[config.mk]
export PLATFORM = sky130hd
export DESIGN_NAME = hpti_front
export DESIGN_NICKNAME = d
export VERILOG_FILES = /design/src/hdl/hpti_pkg.sv /design/src/hdl/hpti_front.sv
export SDC_FILE = /design/constraint.sdc
export NUM_CORES = 1
export LEC_CHECK = 0
export BUFFER_PORTS_ARGS = -buffer_cell sky130_fd_sc_hd__buf_2
export CAP_MARGIN = 10
export CORE_MARGIN = 2
export CORE_UTILIZATION = 30
export CTS_CLUSTER_DIAMETER = 150
export CTS_CLUSTER_SIZE = 30
export DETAILED_ROUTE_END_ITERATION = 10
export SLEW_MARGIN = 20
export SYNTH_ARGS = -nofsm -noshare
export SYNTH_HDL_FRONTEND = slang
export SYNTH_SLANG_ARGS = --single-unit
export TNS_END_PERCENT = 100
[constraint.sdc]
create_clock -name clk -period 1.1 [get_ports clk]
set_input_delay 0.11 -clock clk [delete_from_list [all_inputs] [get_ports clk]]
set_output_delay 0.11 -clock clk [all_outputs]
set_load 0.02 [all_outputs]
[src/hdl/hpti_pkg.sv]
// ----------------------------------------------------------------------------
// hpti_pkg
// Shared types and constants for the hashed page table insert core.
// ----------------------------------------------------------------------------
`timescale 1ns / 1ps

package hpti_pkg;

  localparam int GroupIndexBitsDefault = 11;
  localparam int HashBits              = 19;
  localparam int SlotsPerGroup         = 8;

  // Result status codes
  localparam logic [1:0] STAT_INSERTED = 2'd0;
  localparam logic [1:0] STAT_FULL     = 2'd1;
  localparam logic [1:0] STAT_SKIPPED  = 2'd2;

  // Back-end sequencer states
  typedef enum logic [1:0] {
    ST_CLEAR,
    ST_IDLE,
    ST_PRI,
    ST_SEC
  } back_state_t;

  // Classified item handed from front to back
  typedef struct packed {
    logic [31:0]         upper;   // PTE word 0, H bit clear
    logic [31:0]         lower;   // PTE word 1
    logic [HashBits-1:0] grp_p;   // primary group, already reduced
    logic [HashBits-1:0] grp_s;   // secondary group, already reduced
    logic                last;
  } item_t;

endpackage

[src/hdl/hpti_front.sv]
// ----------------------------------------------------------------------------
// hpti_front
// Accepts an item, builds both PTE words and both hash groups, and holds the
// result in a one-entry queue until the back end takes it.
// ----------------------------------------------------------------------------
`timescale 1ns / 1ps

module hpti_front #(
  parameter int GROUP_INDEX_BITS = hpti_pkg::GroupIndexBitsDefault
) (
  input  logic                clk,
  input  logic                rst,
  input  logic                cfg_we,
  input  logic [8:0]          cfg_data,
  input  logic                take,
  input  logic [15:0]         page_index,
  input  logic [23:0]         vsid,
  input  logic [19:0]         phys_page,
  input  logic [3:0]          wimg,
  input  logic [1:0]          page_protection,
  input  logic                last_in_range,
  input  logic                pop,
  output logic                item_valid,
  output hpti_pkg::item_t     item
);

  logic [8:0]                   table_mask;
  logic [hpti_pkg::HashBits-1:0] hash_p;
  logic [hpti_pkg::HashBits-1:0] hash_s;
  hpti_pkg::item_t              item_next;

  // HTABMASK register
  always_ff @(posedge clk) begin
    if (rst) begin
      table_mask <= 9'd0;
    end else if (cfg_we) begin
      table_mask <= cfg_data;
    end
  end

  // Group index: low ten hash bits, masked upper bits, cut to table size
  function automatic logic [hpti_pkg::HashBits-1:0] group_of(
    input logic [hpti_pkg::HashBits-1:0] h,
    input logic [8:0]                    m
  );
    logic [hpti_pkg::HashBits-1:0] g;
    logic [hpti_pkg::HashBits-1:0] keep;
    g    = {h[18:10] & m, h[9:0]};
    keep = {{(hpti_pkg::HashBits - GROUP_INDEX_BITS){1'b0}},
            {GROUP_INDEX_BITS{1'b1}}};
    return g & keep;
  endfunction

  // Word and hash formation
  always_comb begin
    hash_p          = {3'b000, page_index} ^ vsid[18:0];
    hash_s          = ~hash_p;
    item_next.upper = {1'b1, vsid, 1'b0, page_index[15:10]};
    item_next.lower = {phys_page, 3'b000, 1'b1, 1'b1, wimg, 1'b0, page_protection};
    item_next.grp_p = group_of(hash_p, table_mask);
    item_next.grp_s = group_of(hash_s, table_mask);
    item_next.last  = last_in_range;
  end

  // One-entry queue
  always_ff @(posedge clk) begin
    if (rst) begin
      item_valid <= 1'b0;
    end else if (take) begin
      item_valid <= 1'b1;
    end else if (pop) begin
      item_valid <= 1'b0;
    end
  end

  always_ff @(posedge clk) begin
    if (take) begin
      item <= item_next;
    end
  end

endmodule

# Yosys cells after proc, flatten, opt, wreduce, memory -nomap -nowiden
# Cells that the tools add are included.
[word_totals] register_bits=81 input_bits=81 output_inout_bits=104 word_cells=14
[classes] muxes=2 n_bitwise=4 reduce_logical=1
[op_table] operator="$not A11 Y11" n=1
[op_table] operator="$xor A11 B11 Y11" n=1
[op_table] operator="$and A1 B1 Y1" n=2
[op_table] operator="$mux W1" n=2
[op_table] operator="$reduce_bool A2 Y1" n=1

# Logic depth before layout (Yosys ltp)
# Gate-level depths: netlist (run 1).
[depth] ltp_word=3 mapped_depth=2 depth_no_buf=2

# Worst setup path after synthesis (run 1)
# OpenSTA, ideal clock, no wires.
[synth_timing] kind="register to register" start="register, netlist name item_valid" end="register item_valid" setup_ns=0.070 t_arrival_ns=0.609 t_required_ns=1.030 slack_ns=0.422 path_stages_with_launch=3 path_buffers=0 synth_period_minus_slack_ns=0.678 cell_sequence="dfxtp_1 nand2b_1 a21oi_1"
[synth_rtl] item="end signal: assignment" line_no="hpti_front.sv:68" source="item_valid <= 1'b0;"
[synth_rtl] item="end signal: assignment" line_no="hpti_front.sv:70" source="item_valid <= 1'b1;"
[synth_rtl] item="end signal: assignment" line_no="hpti_front.sv:72" source="item_valid <= 1'b0;"
[synth_rtl] item="end: declaration" line_no="hpti_front.sv:23" source="output logic item_valid,"

# Final worst setup path (run 1)
[layout_timing] start="register item[56] (netlist name)" end="output port item[56] (netlist name)"
[layout_rtl] item="start: declaration" line_no="hpti_front.sv:24" source="output hpti_pkg::item_t item"
[layout_rtl] item="start signal: assignment" line_no="hpti_front.sv:78" source="item <= item_next;"
# No word-level cell between the ends.

==> results of run 1 <==
per-layer routing:
layer,part of all wire,up-vias
li1,-,883
met1,0.38,878
met2,0.54,98
met3,0.071,7
met4,0.014,0
met5,0,-
sequential cells by signal, indices dropped and copies added, names as in the netlist:
signal and flops:
item 79, table_mask 1, item_valid 1
what timing repair did:
| action | CTS | global route |
|---|---|---|
| setup endpoints to repair | 0 | 0 |
| endpoints found under the hold margin | 59 | 0 |
| gates resized for setup | 0 | 0 |
| hold buffers | 60 | 0 |
worst paths after layout:
path                               from                    endpoint  slack, ps
min                              cfg_we  table_mask[0]$_SDFFE_PP0P_         20
min reg2reg     item_valid$_SDFFE_PP0P_     item_valid$_SDFFE_PP0P_        470
max reg2reg  table_mask[0]$_SDFFE_PP0P_          item[30]$_DFFE_PP_        410
max                  item[56]$_DFFE_PP_                    item[56]         90
cell usage after synthesis (all sizes together):
library cell	instances	area, um^2
edfxtp	79	2370
buf	24	180
inv	12	45.0
xnor2	10	87.6
conb	2	7.51
dfxtp	2	40.0
nor2	2	7.51
a21oi	1	5.00
and2	1	6.26
mux2i	1	10.0
nand2b	1	6.26
xor2	1	8.76
cell families after synthesis:
family          after synthesis  synth area share
xor+xnor                     11            0.0347
simple gates                  4           0.00721
compound gates                1           0.00180
mux                           1           0.00361
flops                        81             0.869
buf+inv                      36            0.0811
other cells                   2           0.00270
per-stage QoR:
step | std cells | total power (uW) | instance area (um^2) | setup slack (ps) | hold WS (ps)
final | 476 | 6850 | 4420 | 88.5 | 24.1
after global routing | 476 | 7190 | 4420 | 37.5 | 30.2
after CTS | 476 | 6970 | 4420 | 52.8 | 0.680
after detailed placement | 400 | 4760 | 3630 | 239 | 288
after global placement | 400 | 4730 | 3630 | 247 | 285
after floorplan | 158 | 4360 | 2860 | 422 | 179
layout by cell type (no fill, tap or decap):
cell type      count
nor2_1             2
nand2b_1           1
and2_1             1
clkinv_4           2
mux2i_1            1
clkinvlp_4         2
dlygate4sd3_1     60
xnor2_1           10
inv_1             12
xor2_1             1
inv_6              2
clkbuf_8          10
buf_2            151
dfxtp_1            2
buf_12             2
a21oi_1            1
buf_4              2
edfxtp_1          79
conb_1            24
report_power, final:
part | switching [uW] | leakage (uW) | internal [uW]
logic | 662 | 0.00105 | 445
registers | 61.9 | 0.000791 | 3680
clock network | 1100 | 0.0000895 | 905
layout make-up:
type / count / area share
Sequential cell: 81 / 0.546
Timing Repair Buffer: 215 / 0.320
Multi-Input combinational cell: 41 / 0.0501
Tap cell: 111 / 0.0314
Clock buffer: 10 / 0.0312
Clock inverter: 6 / 0.0113
Inverter: 12 / 0.0102
==> impl_metrics.py, run 1 <==
metrics = {
    "worst_setup_path": {
        "r2r_cells": 1,
        "cpLargestDelayFamily": "flip-flops",
        "slowest_delay_ps": 400,
        "crit_buf_inv": 1,
        "crit_type": "reg -> out",
        "crit_cells": 1,
        "cp.arrival_ps": 900,
        "crit_chain": "buf_2",
        "cp_slowest_cell": "edfxtp_1",
        "worstSetupStartpointType": "flip-flop",
        "worstPathRequired_ps": 990,
        "worst-path-max-fanout": 1,
        "end_kind": "primary output",
    },
    "flow_run": {
        "cap_violations": 0,
    },
    "final_layout": {
        "final_util": 0.485,
        "multi_input_area_um2": 221,
        "drive_gt1_frac": 0.468,
        "antenna_cells": 0,
        "register_area_um2": 2410,
        "area_growth_syn_to_layout_pct": 59.1,
        "final_nets": 441,
        "nFillCells": 805,
    },
    "place": {
        "gp_congestion": 0.665,
        "post-dp-hpwl_mm": 4.13,
        "numPortBuffers": 152,
    },
    "worst_hold_path": {
        "worstHoldPathCells": 3,
        "min_path_type": "in -> reg",
    },
    "synthesis": {
        "ys_ff_latch": 81,
        "syn_inst": 136,
        "synthesis.area_um2": 2780,
        "ys_types": 12,
        "synth_area_per_cell_um2": 20.4,
        "ys_seq_area_frac": 0.869,
        "yosysWarnings": 0,
    },
    "route": {
        "num_vias": 1866,
        "drt_iter0_markers": 60,
        "wl_per_cell_um": 13.2,
        "via_per_inst": 3.92,
        "drt_first_pass_iters": 4,
        "drt-total-wl_mm": 6.26,
        "detail-route-antenna-nets": 0,
        "route.detailed.drc": 0,
    },
    "die": {
        "dieWidth_um": 100,
        "die_height_um": 100,
        "die-area_um2": 10000,
        "initial_core_util": 0.305,
        "core_area_um2": 9110,
        "ioPinCount": 185,
        "fp-row-count": 35,
    },
    "grt": {
        "top_usage_layer": "met2",
        "gr-usage-met1": 0.123,
        "grtUsageMet2": 0.221,
        "grt_usage": 0.118,
        "grt_max_degree": 34,
        "grt_pass1_vias": 1839,
        "grt-ovfl-total": 0,
        "antenna_found_initial": 0,
        "met3_usage": 0.0279,
        "grt_pass1_wl_mm": 8.88,
    },
    "cts": {
        "cts.sinks": 81,
        "post_cts_buffers": 0,
        "numCtsBuffers": 9,
        "clockBufferDepth": 2,
        "worstSkewPairLatency_ps": 340,
        "htree_levels": 3,
        "clkTransAtPathRegs_ps": 90,
        "cts_tree": "yes",
        "clockRootBuffer": "clkbuf_8",
    },
    "timing": {
        "fmax_mhz": 989,
        "final-hold-violation-count": 0,
        "fin_crit_sh": 0.920,
        "rsz0062_at_grt": "no",
        "fin_crit_ps": 1010,
        "final-max-slew-violation-count": 0,
        "finClkSkew_ps": 0.258,
        "fin_tns_setup_ps": 0,
        "setup_viol": 0,
    },
    "outcome": {
        "status": "complete, no violations",
    },
    "power_and_ir_drop": {
        "vdd_drop_max_mv": 0.613,
        "p_per_area_nw_per_um2": 1550,
        "power_leakage_uw": 0.00193,
    },
}
No activity file was read; power rests on OpenSTA's default activity.
==> run 2, diff against run 1 <==
--- a/config.mk
+++ b/config.mk
@@ -5,6 +5,7 @@
 export SDC_FILE = /design/constraint.sdc
 export NUM_CORES = 1
 export LEC_CHECK = 0
+export ABC_AREA = 1
 export BUFFER_PORTS_ARGS = -buffer_cell sky130_fd_sc_hd__buf_2
 export CAP_MARGIN = 10
 export CORE_MARGIN = 2
==> run 2 against run 1 <==
Net effect: worst setup slack worse by 2.3 ps; cell count increased by 2.1%; sequential power is essentially flat; global-route usage increased by 0.32 points; via count is 1.0% higher; total power up 1.8%; critical endpoint is now item[39]; synthesized cell count increased by 7.4%; non-clock buffer count unchanged; core utilization up 0.11 points; sequential share of layout area fell by 0.38 points.
==> impl_metrics.py, run 2 <==
metrics = {
    "timing": {
        "fin_tns_setup_ps": 0,
        "fin_crit_sh": 0.922,
        "finClkSkew_ps": 9.62,
        "fmax_mhz": 986,
        "setup_viol": 0,
        "fin_crit_ps": 1010,
        "rsz0062_at_grt": "no",
        "final-hold-violation-count": 0,
        "final-max-slew-violation-count": 0,
    },
    "place": {
        "dpl.cell_count": 409,
        "numPortBuffers": 152,
        "post-dp-hpwl_mm": 4.19,
        "placed_area_um2": 3640,
        "gp_congestion": 0.693,
    },
    "synthesis": {
        "ys.flop_type": "edfxtp_1",
        "syn_inst": 146,
        "synthesis.area_um2": 2800,
        "synth.most_common_cell": "edfxtp_1",
        "ys_ff_latch": 81,
        "yosys-top-cells-count": "79 x edfxtp_1, 24 x buf_4, 16 x inv_1, 10 x xnor2_1, 9 x nand2_1",
        "ys_seq_area_frac": 0.862,
        "yosysWarnings": 0,
        "netlist.area_leader.share": 0.848,
        "synth_area_per_cell_um2": 19.2,
        "ys_types": 9,
        "synth_edf_count": 79,
        "ys_top_cells_by_area": "edfxtp_1 85%, buf_4 6.4%, xnor2_1 3.1%",
        "yosys.area.top_type": "edfxtp_1",
        "ys_async_sr_fraction": 0,
    },
    "cts": {
        "clockBufferDepth": 2,
        "clockRootBuffer": "clkbuf_8",
        "numCtsBuffers": 9,
        "worstSkewPairLatency_ps": 340,
        "cts_tree": "yes",
        "clkTransAtPathRegs_ps": 80,
        "htree_levels": 3,
        "cts.sinks": 81,
    },
    "die": {
        "core_area_um2": 9150,
        "fp-row-count": 35,
        "initial_core_util": 0.306,
        "ioPinCount": 185,
        "dieWidth_um": 101,
        "die-area_um2": 10100,
        "die_height_um": 101,
    },
    "power_and_ir_drop": {
        "swShare": 0.258,
        "p_per_area_nw_per_um2": 1570,
        "clkPwrFrac": 0.305,
        "internal_power_uw": 5180,
        "finalPower_uw": 6970,
        "power_leakage_uw": 0.00196,
        "pwr-share-seq": 0.536,
        "netSwitchingPower_uw": 1800,
        "comb_power_share": 0.159,
        "vdd_drop_max_mv": 0.538,
    },
    "grt": {
        "grt_pass1_vias": 1914,
        "grt_max_degree": 43,
        "grt-ovfl-total": 0,
        "grt_pass1_wl_mm": 9.05,
        "grt_usage": 0.121,
        "antenna_found_initial": 0,
    },
    "final_layout": {
        "largest_reg_flops": 79,
        "top_register": "item",
        "instances_no_fill": 486,
        "final_nets": 451,
        "finalInstanceArea_um2": 4450,
        "antenna_cells": 0,
        "drive_gt1_frac": 0.448,
        "final_cell_mix": "151 x buf_2, 79 x edfxtp_1, 61 x dlygate4sd3_1",
        "reg_top3": "item: 79 flops, item_valid: 1 flops, table_mask: 1 flops",
        "area_growth_syn_to_layout_pct": 58.9,
        "final_common_cell": "buf_2",
    },
    "worst_setup_path": {
        "cpLargestDelayFamily": "flip-flops",
        "end_kind": "primary output",
        "cp_slowest_cell": "edfxtp_1",
        "crit_buf_inv": 1,
        "crit_chain": "buf_2",
        "worst-path-max-fanout": 1,
        "slowest_delay_ps": 400,
        "crit_type": "reg -> out",
        "cp.arrival_ps": 900,
        "worstSetupStartpointType": "flip-flop",
        "worstPathRequired_ps": 990,
    },
    "route": {
        "wl_per_cell_um": 12.7,
        "via_per_inst": 3.88,
        "detail-route-antenna-nets": 0,
        "route.detailed.drc": 0,
        "drt_first_pass_iters": 5,
        "drt-total-wl_mm": 6.19,
        "num_vias": 1885,
        "drt_iter0_markers": 51,
    },
    "flow_run": {
        "cap_violations": 0,
    },
    "worst_hold_path": {
        "min_path_type": "in -> reg",
    },
    "outcome": {
        "status": "complete, no violations",
    },
}
-- run 2: layout make-up --
type                            instances  area [um^2]
Clock buffer                           10          128
Inverter                               16         60.1
Multi-Input combinational cell         47          229
Timing Repair Buffer                  215         1410
Clock inverter                          6         66.3
Tap cell                              111          139
Sequential cell                        81         2410
Fill cell                             800         4700
-- run 2: kinds of logic (layout without fill, tap and decap cells) --
kind of cell	after synthesis	count (layout)	synth area share
other	2	24	0.00268
flip-flops	81	81	0.862
AO/OA/AOI/OAI	2	2	0.00358
AND/OR/NAND/NOR	11	11	0.0148
buffers and inverters	40	247	0.0858
XOR/XNOR	10	10	0.0313
-- run 2: routing by layer --
| metal | GRT usage | share of wire | vias up | wire [um] |
|---|---|---|---|---|
| met5 | 0 | 0 | - | 0 |
| met4 | 0.0601 | 0.014 | 0 | 89 |
| met3 | 0.0374 | 0.076 | 7 | 470 |
| met2 | 0.211 | 0.52 | 104 | 3200 |
| met1 | 0.133 | 0.39 | 869 | 2430 |
| li1 | - | - | 905 | - |
-- run 2: final timing paths --
kind | start | endpoint | slack (ps) | cells past startpoint
max | item[39]$_DFFE_PP_ | item[39] | 90 | 1
min | page_index[5] | item[25]$_DFFE_PP_ | 60 | 3
max reg2reg | table_mask[0]$_SDFFE_PP0P_ | item[30]$_DFFE_PP_ | 420 | 2
min reg2reg | item_valid$_SDFFE_PP0P_ | item_valid$_SDFFE_PP0P_ | 460 | 2
-- run 2: power groups by stage --
stage,clock [uW],sequential [uW],combinational [uW]
3_3_place_gp,0,3800,936
3_5_place_dp,0,3810,948
6_report,2120,3740,1110
2_1_floorplan,0,4160,199
4_1_cts,2250,3740,1120
5_1_grt,2380,3760,1190
-- run 2: timing repair --
item	4_1_cts	5_1_grt
gates resized for setup	0	0
setup buffers	0	0
hold buffers	61	0
hold endpoints to repair	59	0
-- run 2: metrics by stage --
| step | setup WS, ps | hold slack (ps) | utilization |
|---|---|---|---|
| after floorplan | 441 | 179 | - |
| after global placement | 309 | 287 | 0.398 |
| after detailed placement | 302 | 288 | 0.398 |
| after CTS | 44.5 | 38.3 | 0.486 |
| after global routing | 25.1 | 54.6 | 0.486 |
| final | 86.3 | 64.5 | 0.486 |
